$ cat src/hw/rtl/ntu_pkg.sv
// ntu_pkg: type codes, register indexes and conversion helpers for the
// numeric type upconverter. No dependencies.
package ntu_pkg;

  localparam int unsigned TypeW  = 4;
  localparam int unsigned ElemW  = 64;
  localparam int unsigned PaddrW = 3;

  // element type codes
  localparam logic [TypeW-1:0] TyBin  = 4'd0;
  localparam logic [TypeW-1:0] TyI8   = 4'd1;
  localparam logic [TypeW-1:0] TyI32  = 4'd2;
  localparam logic [TypeW-1:0] TyI16  = 4'd3;
  localparam logic [TypeW-1:0] TyF32  = 4'd4;
  localparam logic [TypeW-1:0] TyF64  = 4'd5;
  localparam logic [TypeW-1:0] TyText = 4'd6;
  localparam logic [TypeW-1:0] TyC64  = 4'd7;
  localparam logic [TypeW-1:0] TyI64  = 4'd8;
  localparam logic [TypeW-1:0] TyMax  = 4'd8;

  // register byte addresses
  localparam logic [PaddrW-1:0] RegSrc = 3'd0;
  localparam logic [PaddrW-1:0] RegDst = 3'd4;

  // size mask by type code
  function automatic logic [63:0] size_mask(input logic [TypeW-1:0] t);
    logic [63:0] m;
    unique case (t)
      TyI32, TyF32: m = 64'h0000_0000_FFFF_FFFF;
      TyI16:        m = 64'h0000_0000_0000_FFFF;
      TyF64, TyC64, TyI64: m = '1;
      default:      m = 64'h0000_0000_0000_00FF;
    endcase
    return m;
  endfunction

  // integer rank, 0 for non-integer types
  function automatic logic [2:0] int_rank(input logic [TypeW-1:0] t);
    logic [2:0] r;
    unique case (t)
      TyI8:    r = 3'd1;
      TyI16:   r = 3'd2;
      TyI32:   r = 3'd3;
      TyI64:   r = 3'd4;
      default: r = 3'd0;
    endcase
    return r;
  endfunction

endpackage

$ cat src/hw/rtl/ntu_i2f.sv
// ntu_i2f: front half of integer to float conversion, combinational.
// Produces sign, magnitude and leading one index; uses ntu_pkg.
module ntu_i2f
  import ntu_pkg::*;
(
  input  logic [63:0] v_i,
  output logic        sign_o,
  output logic [63:0] mag_o,
  output logic [5:0]  msb_o,
  output logic        zero_o
);
  // magnitude of the two's complement value
  assign sign_o = v_i[63];
  assign mag_o  = v_i[63] ? (~v_i + 64'd1) : v_i;
  assign zero_o = (mag_o == '0);

  // leading one search
  always_comb begin
    msb_o = '0;
    for (int i = 0; i < 64; i++) begin
      if (mag_o[i]) msb_o = 6'(i);
    end
  end
endmodule

$ cat config.mk
export PLATFORM = sky130hd
export DESIGN_NAME = ntu_i2f
export DESIGN_NICKNAME = d
export VERILOG_FILES = /design/src/hw/rtl/ntu_pkg.sv /design/src/hw/rtl/ntu_i2f.sv
export SDC_FILE = /design/constraint.sdc
export NUM_CORES = 1
export LEC_CHECK = 0
export ABC_AREA = 1
export ABC_CLOCK_PERIOD_IN_PS = 6450
export BUFFER_PORTS_ARGS = -buffer_cell sky130_fd_sc_hd__buf_2
export CAP_MARGIN = 25
export CORE_MARGIN = 3
export CORE_UTILIZATION = 49
export DETAILED_ROUTE_END_ITERATION = 8
export PLACE_DENSITY = 0.85
export SYNTH_ARGS = -nofsm -noshare
export SYNTH_HDL_FRONTEND = slang
export SYNTH_SLANG_ARGS = --single-unit
$ cat constraint.sdc
create_clock -name vclk -period 6.45
set_clock_uncertainty 0.15 [all_clocks]
set_input_delay 0.645 -clock vclk [all_inputs]
set_output_delay 0.645 -clock vclk [all_outputs]
set_load 0.1 [all_outputs]
Word level (Yosys, flattened, before mapping)
Cells that the tools add are included.
{"block": "op_classes", "n_bitwise": 1, "muxes": 64, "add_sub_neg": 1, "reduce_logical": 1}
{"operator": "$mux 6", "n": 62}
{"operator": "$add 64x1->64 const B", "n": 1}
{"operator": "$logic_not 64->1", "n": 1}
{"operator": "$mux 64", "n": 1}
{"operator": "$not 64->64", "n": 1}
{"operator": "$mux 1", "n": 1}
{"block": "totals", "reg_bits": 0, "input_bits": 64}

Depth between registers and ports, before layout
Gate-level depths: netlist (run 1).
{"block": "logic_depth", "ltp_word": 66, "mapped_depth": 68, "ltp_nobuf": 68}

Worst setup path after synthesis (run 1)
Ideal clock, no wire load.
{"block": "synth_path", "path_kind": "input to output", "from": "in v_i[3]", "to": "out msb_o[3]", "path_stages": 24, "arrival_ns": 8.560, "slack_ns": -2.905, "required_time_ns": 5.655, "path_buffers": 0, "path_cell_list": "nor2_2 nand3_2 nor2_4 nand2_2 nor3_2 nand2_1 nor3_2 nand2_1 nor3_2 nand4_1 or3_4 nor2_4 nand4_2 or4_4 nor4_4 nand2_2 nor3_2 inv_2 nand2_1 xor2_1 nor2_1 nand2_1 a311oi_1 o311ai_0"}
{"item": "from (decl)", "line": "ntu_i2f.sv:6", "source": "input logic [63:0] v_i,"}
{"item": "$not 64->64", "line": "ntu_i2f.sv:14", "source": "assign mag_o = v_i[63] ? (~v_i + 64'd1) : v_i;"}
{"item": "$add 64x1->64", "line": "ntu_i2f.sv:14"}
{"item": "$mux 64", "line": "ntu_i2f.sv:14"}
{"item": "net mag_o[45]", "line": "ntu_i2f.sv:8", "source": "output logic [63:0] mag_o,"}
{"item": "$mux 6 (19 in series)", "line": "ntu_i2f.sv:21", "source": "if (mag_o[i]) msb_o = 6'(i);"}
{"item": "to (decl)", "line": "ntu_i2f.sv:9", "source": "output logic [5:0] msb_o,"}
The timed path passes the listed nets, and every way through them passes these cells.

Worst setup path after layout (run 1)
{"block": "layout_path", "from": "in v_i[0]", "to": "out zero_o"}
{"block": "layout_via", "elab_chain_cells": 4}
{"item": "$not 64->64", "line": "ntu_i2f.sv:14"}
{"item": "$add 64x1->64", "line": "ntu_i2f.sv:14"}
{"item": "$mux 64 *", "line": "ntu_i2f.sv:14"}
{"item": "$logic_not 64->1 *", "line": "ntu_i2f.sv:15", "source": "assign zero_o = (mag_o == '0);"}
{"item": "to (decl)", "line": "ntu_i2f.sv:10", "source": "output logic zero_o"}
Every way passes the cells marked *; elsewhere a longest branch is shown, timed or not.

==> results of run 1 <==
[power by group through the flow]
stage | Combinational, W | Sequential [W] | Clock (W)
finish | 0.000606 | 0 | 0
global route | 0.000638 | 0 | 0
CTS | 0.000587 | 0 | 0
detailed placement | 0.000586 | 0 | 0
global placement | 0.000579 | 0 | 0
floorplan | 0.000483 | 0 | 0
[cells in the final DEF (no fill, tap or decap), drive strengths merged]
cell	netlist	final
xor2	54	54
o21ai	19	19
clkbuf	6	2
nand3b	2	2
nor4	9	9
or2	1	1
nor3	12	12
a311oi	1	1
nand3	18	18
nand4	11	11
a21oi	1	1
or3	2	2
a31oi	2	2
nor2	89	89
or4	4	4
o41ai	2	2
o311ai	1	1
inv	134	133
ha	1	1
nand2	194	194
o31ai	1	1
clkinvlp	0	1
buf	3	156
[worst max-delay path by stage]
stage,from,to,slack [ns],depth (start not counted)
finish,v_i[0],zero_o,0.04,37
global route,v_i[8],zero_o,-0.37,34
CTS,v_i[3],zero_o,-0.006,31
detailed placement,v_i[3],zero_o,-0.01,35
global placement,v_i[3],zero_o,0.14,35
floorplan,v_i[0],zero_o,-0.49,35
[area by class of cell]
cell class	count	area (sq um)
Tap cell	70	87.6
Multi-Input combinational cell	424	2810
Timing Repair Buffer	158	938
Fill cell	383	907
Inverter	134	528
[what timing repair did]
action / in CTS / in global routing
setup endpoints to repair: 1 / 7
resized for setup: 1 / 57
pin swaps: 0 / 9
setup buffers: 0 / 20
[cell families after synthesis]
family                   Yosys count  share of synthesized area
AND/OR/NAND/NOR                  342                      0.555
buffers and inverters            143                      0.197
XOR/XNOR                          54                      0.182
AO/OA/AOI/OAI                     27                     0.0615
adder cells (fa/ha/maj)            1                    0.00452
[routing by layer]
| metal | part of all wire | wire length (um) | up-vias |
|---|---|---|---|
| met5 | 0 | 0 | - |
| met4 | 0.020 | 200 | 0 |
| met3 | 0.073 | 715 | 22 |
| met2 | 0.50 | 4900 | 186 |
| met1 | 0.41 | 4030 | 1799 |
| li1 | - | - | 1980 |
[stage by stage]
step                instances  hold slack, ns  instance area [sq um]  TNS (ns)  power, W
floorplan                 567            1.26                   3210    -0.578  0.000483
global placement          766            1.60                   3990         0  0.000579
detailed placement        766            1.60                   3990  -0.00975  0.000586
CTS                       766            1.60                   3990  -0.00553  0.000587
global route              786            1.55                   4360     -1.06  0.000638
finish                    786            1.55                   4360         0  0.000606
==> results.cfg, run 1 <==
[routing]
drc = 0
wire_per_inst_um = 12.5
drt.antenna.violating_nets = 0
drt_wl_total_um = 9840
drtPass1Iterations = 5
drt_first_iter_violations = 268
num_vias = 3987
viasPerCell = 5.07

[die]
row_count = 26
io_pins = 136
die_area_sq_um = 6590
die_h_um = 81.2
start_util = 0.525
core_area_sq_um = 5270
die_x_um = 81.2

[power]
p_int_w = 0.000117
power_frac_seq = 0
power_density_nw_per_um2 = 139
combPwrFrac = 1.000
swShare = 0.807
peakVddDrop_mv = 0.122
clkPwrFrac = 0
p_sw_w = 0.000489
power.leakage_nw = 2.48

[sta]
hold_violations = 0
period_share = 0.993
slew_headroom = 0.573
setup_slack_ns = 0.0430
fin_crit_ns = 6.41
timing.fmax_mhz = 156
setup_viol = 0
worstMarginPinSlew_ns = 0.635
finalMaxSlewViolations = 0
rsz0062_at_grt = true

[grt]
grt-ovfl-total = 0
antenna_found_initial = 0
grt_pass1_wl_um = 14200
grt_pass1_vias = 3348
track_usage = 0.259
top_usage_layer = met2
grtUsageMet2 = 0.477
grt_max_degree = 42
use_met3 = 0.00998
use_met1 = 0.345

[worst_setup_path]
slowest_delay_ns = 0.36
critPathBufInv = 9
start_kind = primary input
cpLargestDelayFamily = simple AND/OR/NAND/NOR gates
crit_arrival_ns = 5.61
required_ns = 5.65
critPathKind = primary input to output pin
path_max_fanout = 4
slowest_stage = o41ai_4
path_common_cell = nand2_1
end_kind = output pin

[synthesis]
synth_top_area_frac = 0.256
netlist_top_cells_area = nand2_1 (26%), inv_1 (17%), xor2_1 (16%)
yosys_warnings = 0
yosysTopAreaCell = nand2_1
synth_most_common_cell = nand2_1
synth_common_cells = nand2_1 (189), inv_1 (124), nor2_1 (80)
syn-instance-count = 567
postSynthAreaPerCell_sq_um = 4.88
ys_seq_area_frac = 0
synth_fp_nets = 632
syn_area_sq_um = 2770
synth_cell_types = 38

[clock_network]
cts.hold.buffers_added = 0

[final_layout]
fin_nets = 783
post-route-util = 0.828
syn_to_final_growth_pct = 57.6
post_route_cells_drive_above_1_share = 0.362
clkbuf_count = 0
regArea_sq_um = 0
seq_cells = 0
diodes = 0

[placement]
place_congestion = 0.835
port_buffers = 136
pre_cts_ws_ns = -0.00975
place.detailed.hpwl_um = 7750

[run_status]
outcome = complete, no violations

[worst_hold_path]
min_path_cells = 2
hold_end = mag_o[0]
min-delay-start = v_i[0]
hold_class = primary input to output pin

[run]
cap_violations = 0
No activity file was read; power rests on OpenSTA's default activity.
==> run 2: changes to the inputs <==
==> config.mk (replaced) <==
export PLATFORM = sky130hd
export DESIGN_NAME = ntu_i2f
export DESIGN_NICKNAME = d
export VERILOG_FILES = /design/src/hw/rtl/ntu_pkg.sv /design/src/hw/rtl/ntu_i2f.sv
export SDC_FILE = /design/constraint.sdc
export NUM_CORES = 1
export LEC_CHECK = 0
export ABC_CLOCK_PERIOD_IN_PS = 6450
export BUFFER_PORTS_ARGS = -buffer_cell sky130_fd_sc_hd__buf_2
export CAP_MARGIN = 25
export CORE_UTILIZATION = 50
export DETAILED_ROUTE_END_ITERATION = 8
export PLACE_DENSITY = 0.81
export SYNTH_ARGS = -nofsm -noshare
export SYNTH_HDL_FRONTEND = slang
export SYNTH_SLANG_ARGS = --single-unit
==> constraint.sdc (replaced) <==
create_clock -name vclk -period 6.45
set_clock_uncertainty 0.15 [all_clocks]
set_input_delay 0.3225 -clock vclk [all_inputs]
set_output_delay 0.3225 -clock vclk [all_outputs]
set_load 0.1 [all_outputs]
==> results.cfg, run 2 <==
[worst_setup_path]
critPathBufInv = 3
startpoint = v_i[0]
crit_cells = 12
path_cells = buf_2 -> inv_1 -> ha_1 -> or4b_1 -> or4_1 -> o41ai_2 -> xnor2_1 -> or4b_1 -> nor3_1 -> nand4b_1 -> nor4_4 -> buf_2
required_ns = 5.98
critPathKind = primary input to output pin
cp-endpoint = zero_o
cpLargestDelayFamily = simple AND/OR/NAND/NOR gates
slowest_stage = or4_1
start_kind = primary input
path_max_fanout = 15
end_kind = output pin
crit_arrival_ns = 4.96
slowest_delay_ns = 0.88

[synthesis]
synth_top_area_frac = 0.111
yosysTopAreaCell = xnor2_1
synth_fp_nets = 625
postSynthAreaPerCell_sq_um = 6.34
synth_cell_types = 66
syn-instance-count = 560
synth_most_common_cell = nor2_1
synth_common_cells = nor2_1 (46), xnor2_1 (45), clkbuf_1 (40)
syn_area_sq_um = 3550
yosys_warnings = 0
netlist_top_cells_area = xnor2_1 (11%), o21ai_0 (5.4%), nor2_1 (4.9%)
ys_seq_area_frac = 0

[run]
cap_violations = 0

[grt]
use_met3 = 0.0200
use_met1 = 0.461
grt_max_degree = 56
track_usage = 0.338
grtUsageMet2 = 0.567
top_usage_layer = met2
grt-ovfl-total = 0
grt_pass1_vias = 4324
antenna_found_initial = 0
grt_pass1_wl_um = 20800

[routing]
drtPass1Iterations = 5
drt.antenna.violating_nets = 0
drc = 0
drt_wl_total_um = 13000
num_vias = 4970
drt_first_iter_violations = 467
wire_per_inst_um = 17.4
viasPerCell = 6.64

[sta]
final.setup.tns_ns = 0
timing.fmax_mhz = 184
fin_crit_ns = 5.43
period_share = 0.842
finalMaxSlewViolations = 0
rsz0062_at_grt = false
slew_headroom = 0.417
hold_violations = 0
worstMarginPinSlew_ns = 0.869
setup_viol = 0

[die]
io_pins = 136
die_h_um = 86.3
start_util = 0.520
die_area_sq_um = 7440
row_count = 30
die_x_um = 86.3
core_area_sq_um = 6830

[final_layout]
diodes = 0
post_route_cells_drive_above_1_share = 0.264
multi_input_area_sq_um = 3240
fin_nets = 719
layout_commonest_cell = buf_2
syn_to_final_growth_pct = 18.4
layout_common_cells = buf_2 (136), nor2_1 (46), xnor2_1 (45)
clkbuf_count = 0
regArea_sq_um = 0
seq_cells = 0
n_fill_cell = 700
instances_no_fill = 748

[power]
p_int_w = 0.000113
swShare = 0.809
clkPwrFrac = 0
peakVddDrop_mv = 0.131
power_frac_seq = 0
combPwrFrac = 1.000
p_sw_w = 0.000480
power_density_nw_per_um2 = 141
p_total_w = 0.000593
power.leakage_nw = 1.55

[clock_network]
cts.hold.buffers_added = 0
ctsResizeCount = 0
post-cts-setup-buffers = 0

[run_status]
outcome = complete, no violations

[worst_hold_path]
hold_class = primary input to output pin

[placement]
place_congestion = 0.985
place.detailed.hpwl_um = 10100
place_inst = 748
port_buffers = 136
run 2: changes by cell type after synthesis, sizes merged, moves of 13 or more:
cell	change
o41ai	+18
o31ai	+22
nand2	-157
xnor2	+45
clkbuf	+34
xor2	-39
inv	-106
nor2	-43
nor4	+13
o21ai	+19
a21oi	+23
run 2: kinds of logic (layout without fill, tap and decap cells):
group / count (synthesis) / in the layout / share of synthesized area
compound gates: 191 / 191 / 0.388
xor+xnor: 60 / 60 / 0.148
simple gates: 221 / 221 / 0.345
mux: 7 / 7 / 0.0208
fa+ha+maj: 1 / 1 / 0.00352
buf+inv: 80 / 172 / 0.0945
run 2: metrics by stage:
step | utilization | instance area [sq um] | worst slack [ns] | hold WS (ns)
6_report | 0.615 | 4200 | 1.02 | 0.942
5_1_grt | 0.615 | 4200 | 0.786 | 0.968
4_1_cts | 0.615 | 4200 | 1.11 | 0.942
3_5_place_dp | 0.615 | 4200 | 1.10 | 0.943
3_3_place_gp | 0.615 | 4200 | 1.28 | 0.935
2_1_floorplan | - | 3570 | -0.140 | 0.707
run 2: power by group through the flow:
stage | combinational (W) | clock (W) | sequential (W)
2_1_floorplan | 0.000482 | 0 | 0
3_3_place_gp | 0.000582 | 0 | 0
3_5_place_dp | 0.000586 | 0 | 0
4_1_cts | 0.000588 | 0 | 0
5_1_grt | 0.000617 | 0 | 0
6_report | 0.000593 | 0 | 0
run 2: final cells by class:
cell class	instances	area share
inverter	29	0.0259
multi-input combinational	480	0.771
timing repair buffer	143	0.175
tap	96	0.0286
run 2: worst min-delay path by stage:
stage / cells past startpoint / to / start
floorplan: 1 / mag_o[0] / v_i[0]
global placement: 2 / mag_o[0] / v_i[0]
detailed placement: 2 / mag_o[0] / v_i[0]
CTS: 2 / mag_o[0] / v_i[0]
global route: 2 / mag_o[0] / v_i[0]
finish: 2 / mag_o[0] / v_i[0]
run 2: metal layers:
metal / share of wire / vias up
met5: 0 / -
met1: 0.42 / 2259
met2: 0.45 / 323
met4: 0.035 / 0
met3: 0.092 / 49
li1: - / 2339
